==> config.mk <==
export PLATFORM = sky130hd
export DESIGN_NAME = ffa_cell
export DESIGN_NICKNAME = d
export VERILOG_FILES = /design/src/rtl/ffa_pkg.sv /design/src/rtl/ffa_cell.sv
export SDC_FILE = /design/constraint.sdc
export NUM_CORES = 1
export LEC_CHECK = 0
export ABC_AREA = 1
export BUFFER_PORTS_ARGS = -buffer_cell sky130_fd_sc_hd__buf_2
export CAP_MARGIN = 20
export CORE_MARGIN = 5
export CORE_UTILIZATION = 48
export CTS_BUF_LIST = sky130_fd_sc_hd__clkbuf_8
export CTS_CLUSTER_SIZE = 24
export DETAILED_ROUTE_END_ITERATION = 8
export HOLD_SLACK_MARGIN = 0.05
export PLACE_DENSITY = 0.89
export REMOVE_ABC_BUFFERS = 1
export SLEW_MARGIN = 40
export SYNTH_ARGS = -nofsm -noshare
export SYNTH_HDL_FRONTEND = slang
export SYNTH_SLANG_ARGS = --single-unit
==> constraint.sdc <==
create_clock -name clk_i -period 1.04 [get_ports clk_i]
set_input_delay 0.104 -clock clk_i [delete_from_list [all_inputs] [get_ports clk_i]]
set_output_delay 0.104 -clock clk_i [all_outputs]
set_load 0.05 [all_outputs]
==> src/rtl/ffa_pkg.sv <==
package ffa_pkg;

  localparam int unsigned AW = 32;
  localparam logic [AW-1:0] ARENA_RESET = 32'h0400_0000;

  localparam logic [1:0] ST_OK    = 2'd0;
  localparam logic [1:0] ST_NOFIT = 2'd1;
  localparam logic [1:0] ST_POOL  = 2'd2;
  localparam logic [1:0] ST_RANGE = 2'd3;

  localparam logic FN_ALLOC = 1'b0;
  localparam logic FN_FREE  = 1'b1;

  typedef struct packed {
    logic          v;
    logic [AW-1:0] start;
    logic [AW-1:0] len;
  } seg_t;

  localparam seg_t SEG_EMPTY = '{v: 1'b0, start: '0, len: '0};
  localparam seg_t SEG_RESET = '{v: 1'b1, start: '0, len: ARENA_RESET};

  typedef enum logic [2:0] {
    OP_HOLD,
    OP_ROT,
    OP_INS,
    OP_DEL,
    OP_WR,
    OP_INIT
  } op_e;

  typedef struct packed {
    op_e  op;
    seg_t data;
  } cmd_t;

endpackage

==> src/rtl/ffa_cell.sv <==
module ffa_cell #(
  parameter int unsigned IDX  = 0,
  parameter int unsigned IW   = 6,
  parameter bit          LAST = 1'b0
) (
  input  logic           clk_i,
  input  logic           rst_ni,
  input  ffa_pkg::cmd_t  cmd_i,
  input  logic [IW-1:0]  k_i,
  input  ffa_pkg::seg_t  left_i,
  input  ffa_pkg::seg_t  right_i,
  output ffa_pkg::seg_t  seg_o
);
  import ffa_pkg::*;

  localparam logic [IW-1:0] MY = IW'(IDX);

  seg_t seg_d, seg_q;

  always_comb begin
    seg_d = seg_q;
    case (cmd_i.op)
      OP_ROT: seg_d = right_i;
      OP_INS: begin
        if (MY > k_i) seg_d = left_i;
        else if (MY == k_i) seg_d = cmd_i.data;
      end
      OP_DEL: begin
        if (MY >= k_i) seg_d = LAST ? SEG_EMPTY : right_i;
      end
      OP_WR: begin
        if (MY == k_i) seg_d = cmd_i.data;
      end
      OP_INIT: seg_d = (IDX == 0) ? cmd_i.data : SEG_EMPTY;
      default: ;
    endcase
  end

  always_ff @(posedge clk_i or negedge rst_ni) begin
    if (!rst_ni) begin
      seg_q <= (IDX == 0) ? SEG_RESET : SEG_EMPTY;
    end else begin
      seg_q <= seg_d;
    end
  end

  assign seg_o = seg_q;

endmodule

# After elaboration in Yosys (flattened, before gate mapping)
# Index checks and enable logic that the tools add are counted.
[op_classes] n_addsub=0 n_mul=0 div=0 magnitude_cmp=2 eq_ne=6 n_shift=0 mux=4 n_bitwise=0 n_reduce_logical=3
[op_table] cell="case mux 65 bit (5 select lines)" count=1
[op_table] cell="2-to-1 mux 65 bit" count=3
[op_table] cell="equality test 3 x 2 -> 1 bit, second input constant" count=2
[op_table] cell="equality test 3 bit, second input constant" count=2
[op_table] cell=">= comparator 1 x 6 -> 1 bit, first input constant" count=1
[op_table] cell="greater-than comparator 1 x 6 -> 1 bit, first input constant" count=1
[op_table] cell="logical NOT 6 bit" count=1
[op_table] cell="nonzero test 5 bit" count=1
[op_table] cell="equality test 3 x 1 -> 1 bit, second input constant" count=1
[op_table] cell="inequality test 2 bit, second input constant" count=1
[op_table] cell="AND reduction 2 bit" count=1
[totals] reg_bits=65 latch_bits=0 ramBits=0 rom_bits=0 inputBits=206 out_inout_bits=65 elab_cells=18 n_memories=0

# Depth between registers and ports, before layout
# Gate-level depths: netlist (run 1).
[depth] ltp_word=4 ltp_mapped=10 ltp_nobuf=8

# Worst setup path after synthesis (run 1)
# Ideal clock, no wire load.
[synth_path] path_type="input to register" startpoint="in k_i[5]" endpoint="reg seg_q, in the netlist seg_o[47]" setup_ns=0.118 t_arrival_ns=0.996 required_time_ns=0.922 setup_slack_ns=-0.073 stages=8 n_path_buf=2 path_cell_list="nor2_2 > buf_2 > clkbuf_1 > nand4_1 > nand3_1 > nand2_1 > nand2_1 > nand2_1"
[synth_between] elab_chain_cells=4 word_cells_on_any_way=8 cone_classes="order compare: 2; eq/ne: 1; mux: 3; reduce/logical: 2"
[synth_lines] item="start: declaration" line_no="ffa_cell.sv:9" source="input logic [IW-1:0] k_i,"
[synth_lines] item="parallel branches: the longest is 4 deep, another holds greater-than comparator 1 x 6 -> 1 bit"
[synth_lines] item="end signal: assignment" line_no="ffa_cell.sv:41" source="seg_q <= (IDX == 0) ? SEG_RESET : SEG_EMPTY;"
[synth_lines] item="end signal: assignment" line_no="ffa_cell.sv:43" source="seg_q <= seg_d;"
[synth_lines] item="end: declaration" line_no="ffa_cell.sv:18" source="seg_t seg_d, seg_q;"
# Several ways; the timed one is not identified.
# A chain may end at the register's enable or synchronous reset.

# Final worst setup path (run 1)
[layout_path] startpoint="reg seg_q, in the netlist seg_o[64]" endpoint="out seg_o[64] (netlist bit)"
[layout_rtl] item="end: declaration" line_no="ffa_cell.sv:12" source="output ffa_pkg::seg_t seg_o"
# No word-level cell between the ends.

==> impl_metrics.py, run 1 <==
metrics = {
    "route": {
        "routed_via_density": 5.39,
        "dr_total_vias": 7543,
        "first_pass_iters": 8,
        "drtAntennaViolNets": 0,
        "drc": 0,
        "drtIter0Drc": 985,
        "wire_per_inst_um": 15.4,
        "routed_wl_um": 21600,
    },
    "clock_tree": {
        "root_buffer": "clkbuf_8",
        "cts_buffers": 9,
        "htree_levels": 3,
        "clk_latency_ns": 0.35,
        "clockBufferDepth": 2,
        "cts_tree": "yes",
        "clock-sinks": 65,
        "path_clk_slew_ns": 0.08,
    },
    "die": {
        "io_pins": 271,
        "chipWidth_um": 117,
        "core-area_sq_um": 11300,
        "start_util": 0.485,
        "rows": 39,
        "die_area_sq_um": 13600,
        "fp.dieH_um": 117,
    },
    "setup_path": {
        "cp_max_fo": 2,
        "worst_path_largest_cell_delay_ns": 0.58,
        "cp-start-kind": "flip-flop",
        "crit_family": "flip-flops",
        "crit_type": "reg2out",
        "crit_path_cell_trace": "buf_8",
        "crit_arrival_ns": 1.08,
        "critPathSlowestCell": "dfstp_2",
        "critPathBufInv": 1,
        "worst_setup_path_end_kind": "primary output",
        "required_ns": 0.94,
    },
    "sta": {
        "layout_min_cycle_time_ns": 1.18,
        "rsz0062_at_grt": "true",
        "fin_setup_tns_ns": -0.586,
        "drv_slew": 0,
        "relSlewSlack": 0.687,
        "tightest_slew_ns": 0.469,
        "setup_viol": 23,
        "period_share": 1.14,
        "hold_violations": 0,
        "fmax_mhz": 845,
        "setup_slack_ns": -0.143,
        "skew_ns": 0,
        "holdWs_ns": 0.0736,
    },
    "power_and_ir_drop": {
        "vdd_drop_max_uv": 1050,
        "leakagePower_uw": 0.00491,
        "power_uw": 12000,
        "pwr_density_cell_nw_per_um2": 1430,
    },
    "synth": {
        "synth-seq-area-share": 0.298,
        "netlist_area_sq_um": 5470,
        "synth.ff_latch_count": 65,
        "ys_warn_count": 0,
        "postSynthCellCount": 998,
        "synth_cell_types": 15,
        "avgSynthCellArea_sq_um": 5.48,
    },
    "final_layout": {
        "largest_reg_flops": 65,
        "fin_nets": 1459,
        "final_cell_mix": "nand2_1, nor2_1, buf_2",
        "layout_commonest_cell": "nand2_1",
        "n_fill_cell": 794,
        "layout-drive-gt1-share": 0.297,
        "area_delta_synth_final_pct": 54.4,
        "stdcell_area_sq_um": 8440,
        "antenna_cells": 0,
    },
    "placed_design": {
        "pre_cts_ws_ns": -0.349,
        "dp_hpwl_um": 12500,
        "numPortBuffers": 205,
        "place_congestion": 0.858,
        "dpl_cell_area_sq_um": 6970,
    },
    "min_path": {
        "hp-class": "in2reg",
    },
    "global_route": {
        "antenna_found_initial": 0,
        "grt_pass1_wl_um": 30200,
        "grt-ovfl-total": 0,
        "track_usage": 0.274,
        "grt_max_degree": 57,
        "grt_pass1_vias": 6689,
    },
    "flow_run": {
        "cap_violations": 0,
    },
    "outcome": {
        "failed_checks": "negative setup slack",
        "status": "finished with violations",
    },
}
## cell type report
type | instances | area [sq um] | area share
Multi-Input combinational cell | 730 | 3120 | 0.370
Timing Repair Buffer | 314 | 2810 | 0.332
Sequential cell | 65 | 1630 | 0.193
Inverter | 133 | 502 | 0.0594
Tap cell | 143 | 179 | 0.0212
Clock buffer | 11 | 151 | 0.0179
Clock inverter | 4 | 52.6 | 0.00622
## timing repair
action                     CTS  global route
setup endpoints to repair   65           108
hold endpoints to repair    63             0
resized for setup          132            66
gates cloned                 0            11
setup buffers               43            13
hold buffers                 1             0
pin swaps                    0            52
## per-layer routing
layer | track usage | wire (um)
met1 | 0.331 | 7970
met2 | 0.481 | 10600
met3 | 0.0497 | 2170
met4 | 0.107 | 819
met5 | 0 | 0
## stage by stage
step           instances   util
2_1_floorplan        928      -
3_3_place_gp        1317  0.618
3_5_place_dp        1317  0.618
4_1_cts             1376  0.702
5_1_grt             1400  0.749
6_report            1400  0.749
## where the power goes
| group | switching (uW) | total, uW | internal [uW] |
|---|---|---|---|
| logic | 3710 | 6300 | 2580 |
| registers | 453 | 3440 | 2980 |
| clock network | 1080 | 2310 | 1230 |
| total | 5250 | 12000 | 6790 |
## cells by family after synthesis
group / Yosys count / synth area share
buffers and inverters: 203 / 0.153
AND/OR/NAND/NOR: 729 / 0.549
flip-flops: 65 / 0.298
AO/OA/AOI/OAI: 1 / 0.000914
## cell usage after synthesis
master / n / share of area
nor2_1: 261 / 0.18
a21oi_1: 1 / 0.00091
nand3_1: 70 / 0.064
clkbuf_1: 22 / 0.015
nand3b_1: 1 / 0.0014
nand4_1: 65 / 0.074
buf_4: 8 / 0.011
inv_1: 130 / 0.089
inv_2: 3 / 0.0021
dfstp_2: 2 / 0.0096
dfrtp_1: 63 / 0.29
buf_1: 6 / 0.0041
nor2_2: 4 / 0.0046
buf_2: 34 / 0.031
nand2_1: 328 / 0.23
## final timing paths
| kind | start | endpoint | slack, ns | cells past startpoint |
|---|---|---|---|---|
| setup reg to reg | seg_o[18]$_DFFE_PN0P_ | seg_o[18]$_DFFE_PN0P_ | -0.12 | 7 |
| max in group asynchronous | rst_ni | seg_o[26]$_DFFE_PN1P_ | 0.28 | 3 |
| min in group asynchronous | rst_ni | seg_o[9]$_DFFE_PN0P_ | 0.20 | 2 |
| hold reg to reg | seg_o[23]$_DFFE_PN0P_ | seg_o[23]$_DFFE_PN0P_ | 0.54 | 2 |
| setup / recovery | seg_o[64]$_DFFE_PN1P_ | seg_o[64] | -0.14 | 1 |
| hold / removal | right_i[45] | seg_o[45]$_DFFE_PN0P_ | 0.07 | 5 |
Power figures use the tool's default switching activity.
==> inputs of run 2 (changes only) <==
--- a/config.mk
+++ b/config.mk
@@ -8,5 +8,5 @@
 export ABC_AREA = 1
 export BUFFER_PORTS_ARGS = -buffer_cell sky130_fd_sc_hd__buf_2
-export CAP_MARGIN = 20
+export CAP_MARGIN = 25
 export CORE_MARGIN = 5
 export CORE_UTILIZATION = 48
==> constraint.sdc (replaced) <==
create_clock -name clk_i -period 1.04 [get_ports clk_i]
set_input_delay 0.312 -clock clk_i [delete_from_list [all_inputs] [get_ports clk_i]]
set_output_delay 0.312 -clock clk_i [all_outputs]
set_load 0.05 [all_outputs]
==> impl_metrics.py, run 2 <==
metrics = {
    "outcome": {
        "status": "stopped before the end",
        "stop_stage": "global routing",
        "error": "[ERROR GRT-0232] Routing congestion too high. Check the congestion heatmap in the GUI.",
    },
    "synth": {
        "synth-seq-area-share": 0.298,
        "synthTopCellsByArea": "dfrtp_1, nand2_1, nor2_1, inv_1, nand4_1",
        "synth_top_area_share": 0.288,
        "synth_area_leader_cell": "dfrtp_1",
        "netlist_area_sq_um": 5470,
        "ys.flop_type": "dfrtp_1",
        "synth_cell_types": 15,
        "synth.most_common_cell": "nand2_1",
        "synth_common_cells": "nand2_1, nor2_1, inv_1",
        "synth_edf_count": 0,
        "ys_async_sr_fraction": 1.00,
        "ys_warn_count": 0,
        "synth.ff_latch_count": 65,
        "postSynthCellCount": 998,
        "avgSynthCellArea_sq_um": 5.48,
    },
    "die": {
        "start_util": 0.485,
        "rows": 39,
        "io_pins": 271,
        "chipWidth_um": 117,
        "fp.dieH_um": 117,
    },
    "clock_tree": {
        "htree_levels": 3,
        "root_buffer": "clkbuf_8",
        "clockBufferDepth": 2,
        "cts_buffers": 9,
        "clock-sinks": 65,
    },
    "global_route": {
        "grt_max_degree": 34,
        "track_usage": 0.897,
        "grt-ovfl-total": 377,
    },
    "sta": {
        "worst_endpoint": "seg_o[64]",
        "worstEpCategory": "top-level output",
    },
    "placed_design": {
        "numPortBuffers": 205,
        "dp_hpwl_um": 11900,
        "place_congestion": 0.830,
    },
}
==> run 2: cell counts after synthesis <==
No cell type changed its count.
==> run 2: metal layers <==
metal / GRT overflow / track usage
met5: 0 / 0.407
met4: 118 / 0.985
met3: 2 / 0.776
met2: 250 / 1.06
met1: 7 / 0.839
==> run 2: repair_timing <==
| item | in CTS |
|---|---|
| cloned | 40 |
| endpoints found under the setup margin | 130 |
| resized for setup | 372 |
| hold buffers | 1 |
| endpoints found under the hold margin | 7 |
| pin swaps | 67 |
| setup buffers | 98 |
==> run 2: per-stage QoR <==
stage	util	hold slack [ns]	cells	area, sq um	setup WS (ns)
floorplan	-	0.0164	928	5130	-3.72
global placement	0.606	0.210	1308	6840	-0.479
detailed placement	0.606	0.217	1308	6840	-0.540
CTS	0.910	0.250	1461	10300	-0.352
==> run 2: logic make-up after synthesis <==
family / share of synthesized area
compound gates: 0.000914
buf+inv: 0.153
flops: 0.298
simple gates: 0.549
==> inputs of run 3 (changes only) <==
- CORE_UTILIZATION: 48 -> 40
- CTS_BUF_LIST: sky130_fd_sc_hd__clkbuf_8 -> not set
- CTS_CLUSTER_SIZE: 24 -> not set
- HOLD_SLACK_MARGIN: 0.05 -> not set
- PLACE_DENSITY: 0.89 -> not set
- PLACE_DENSITY_LB_ADDON: not set -> 0.15
==> impl_metrics.py, run 3 (synthesis gave the netlist of run 1 again) <==
metrics = {
    "placed_design": {
        "dp_hpwl_um": 12500,
        "placed_cells": 1349,
        "numPortBuffers": 205,
        "dpl_cell_area_sq_um": 6890,
        "place_congestion": 0.804,
    },
    "route": {
        "wire_per_inst_um": 21.0,
        "routed_via_density": 5.65,
        "first_pass_iters": 6,
        "dr_total_vias": 8534,
        "drtAntennaViolNets": 0,
        "routed_wl_um": 31700,
        "drc": 0,
        "drtIter0Drc": 1027,
    },
    "clock_tree": {
        "clockBufferDepth": 2,
        "clock-sinks": 65,
        "cts_buffers": 9,
        "cts_tree": "yes",
        "path_clk_slew_ns": 0.06,
        "htree_levels": 3,
        "clk_latency_ns": 0.34,
        "root_buffer": "clkbuf_16",
    },
    "setup_path": {
        "cp_max_fo": 8,
        "cp-start-kind": "input port",
        "crit_type": "in2reg",
        "crit_arrival_ns": 1.62,
        "worst_setup_path_end_kind": "flip-flop",
        "required_ns": 1.26,
    },
    "sta": {
        "skew_ns": 0,
        "drv_slew": 0,
        "setup_viol": 130,
        "fmax_mhz": 716,
        "period_share": 1.34,
        "hold_violations": 0,
        "rsz0062_at_grt": "true",
        "layout_min_cycle_time_ns": 1.40,
        "tightest_slew_ns": 0.251,
        "setup_slack_ns": -0.356,
        "relSlewSlack": 0.832,
    },
    "flow_run": {
        "cap_violations": 0,
    },
    "final_layout": {
        "area_delta_synth_final_pct": 99.8,
        "stdcell_area_sq_um": 10900,
        "fin_cells": 1511,
        "layout-drive-gt1-share": 0.464,
        "final_cell_mix": "nand2_1, nor2_1, buf_2",
        "n_fill_cell": 824,
        "largest_reg_flops": 65,
        "fin_nets": 1535,
        "layout_commonest_cell": "nand2_1",
        "fin_util": 0.819,
    },
    "global_route": {
        "grt_pass1_wl_um": 45500,
        "grt_max_degree": 39,
        "track_usage": 0.361,
        "antenna_found_initial": 2,
        "grt_pass1_vias": 8470,
        "grt-ovfl-total": 0,
    },
    "outcome": {
        "failed_checks": "negative setup slack",
        "status": "finished with violations",
    },
    "power_and_ir_drop": {
        "vdd_drop_max_uv": 875,
        "pwr_density_cell_nw_per_um2": 1360,
        "leakagePower_uw": 0.00579,
    },
    "die": {
        "fp.dieH_um": 127,
        "rows": 42,
        "start_util": 0.410,
        "chipWidth_um": 127,
        "die_area_sq_um": 16100,
        "io_pins": 271,
        "core-area_sq_um": 13300,
    },
    "min_path": {
        "hp-class": "in2reg",
    },
}
## run 3: critical path, stage by stage
cell	delay [ns]
buf_12	0.10
inv_8	0.03
nand3b_1	0.13
buf_6	0.13
nand3_4	0.06
nor2_4	0.17
buf_12	0.16
buf_12	0.15
buf_16	0.17
nor2_2	0.05
nand2_1	0.07
nand2_1	0.08
## run 3: what timing repair did
action | CTS | global route
setup endpoints to repair | 130 | 130
endpoints found under the hold margin | 60 | 0
setup buffers | 94 | 18
cloned | 38 | 5
hold buffers | 1 | 0
pin swaps | 148 | 135
resized for setup | 385 | 143
## run 3: cell type report
cell class | count | area, sq um | share of cell area
multi-input combinational | 730 | 4030 | 0.368
timing repair buffer | 390 | 4220 | 0.386
inverter | 133 | 524 | 0.0480
clock inverter | 2 | 35.0 | 0.00321
antenna | 1 | 2.50 | 0.000229
clock buffer | 14 | 274 | 0.0251
tap | 176 | 220 | 0.0202
sequential | 65 | 1630 | 0.149
## run 3: report_power, final
group	leakage [uW]	internal [uW]	total (uW)	switching, uW
registers	0.000798	2990	3380	395
logic	0.00484	3500	8190	4690
clock network	0.000153	2050	3330	1270
total	0.00579	8540	14900	6360
## run 3: per-layer routing
layer	vias to the layer above	global-route usage	wire length (um)
li1	3703	-	-
met1	3873	0.419	11100
met2	714	0.573	14100
met3	244	0.129	4110
met4	0	0.218	2430
met5	-	0	0
## run 3: final timing paths
path / from / endpoint / slack (ns) / cells after the start
max: cmd_i[67] / seg_o[23]$_DFFE_PN0P_ / -0.36 / 12
min reg2reg: seg_o[35]$_DFFE_PN0P_ / seg_o[35]$_DFFE_PN0P_ / 0.53 / 2
min: right_i[29] / seg_o[29]$_DFFE_PN0P_ / 0.29 / 5
min in group asynchronous: rst_ni / seg_o[28]$_DFFE_PN0P_ / 0.50 / 3
max reg2reg: seg_o[42]$_DFFE_PN0P_ / seg_o[42]$_DFFE_PN0P_ / -0.14 / 7
max in group asynchronous: rst_ni / seg_o[26]$_DFFE_PN1P_ / 0.28 / 3
## run 3: per-stage QoR
step	hold slack, ns	total power [uW]	setup slack (ns)	TNS, ns
global placement	0.338	7960	-0.472	-29.65
finish	0.294	14900	-0.356	-29.14
global route	0.321	15400	-0.369	-31.68
floorplan	0.0164	6520	-3.72	-241.92
CTS	0.268	14000	-0.313	-21.93
detailed placement	0.339	8000	-0.486	-30.54
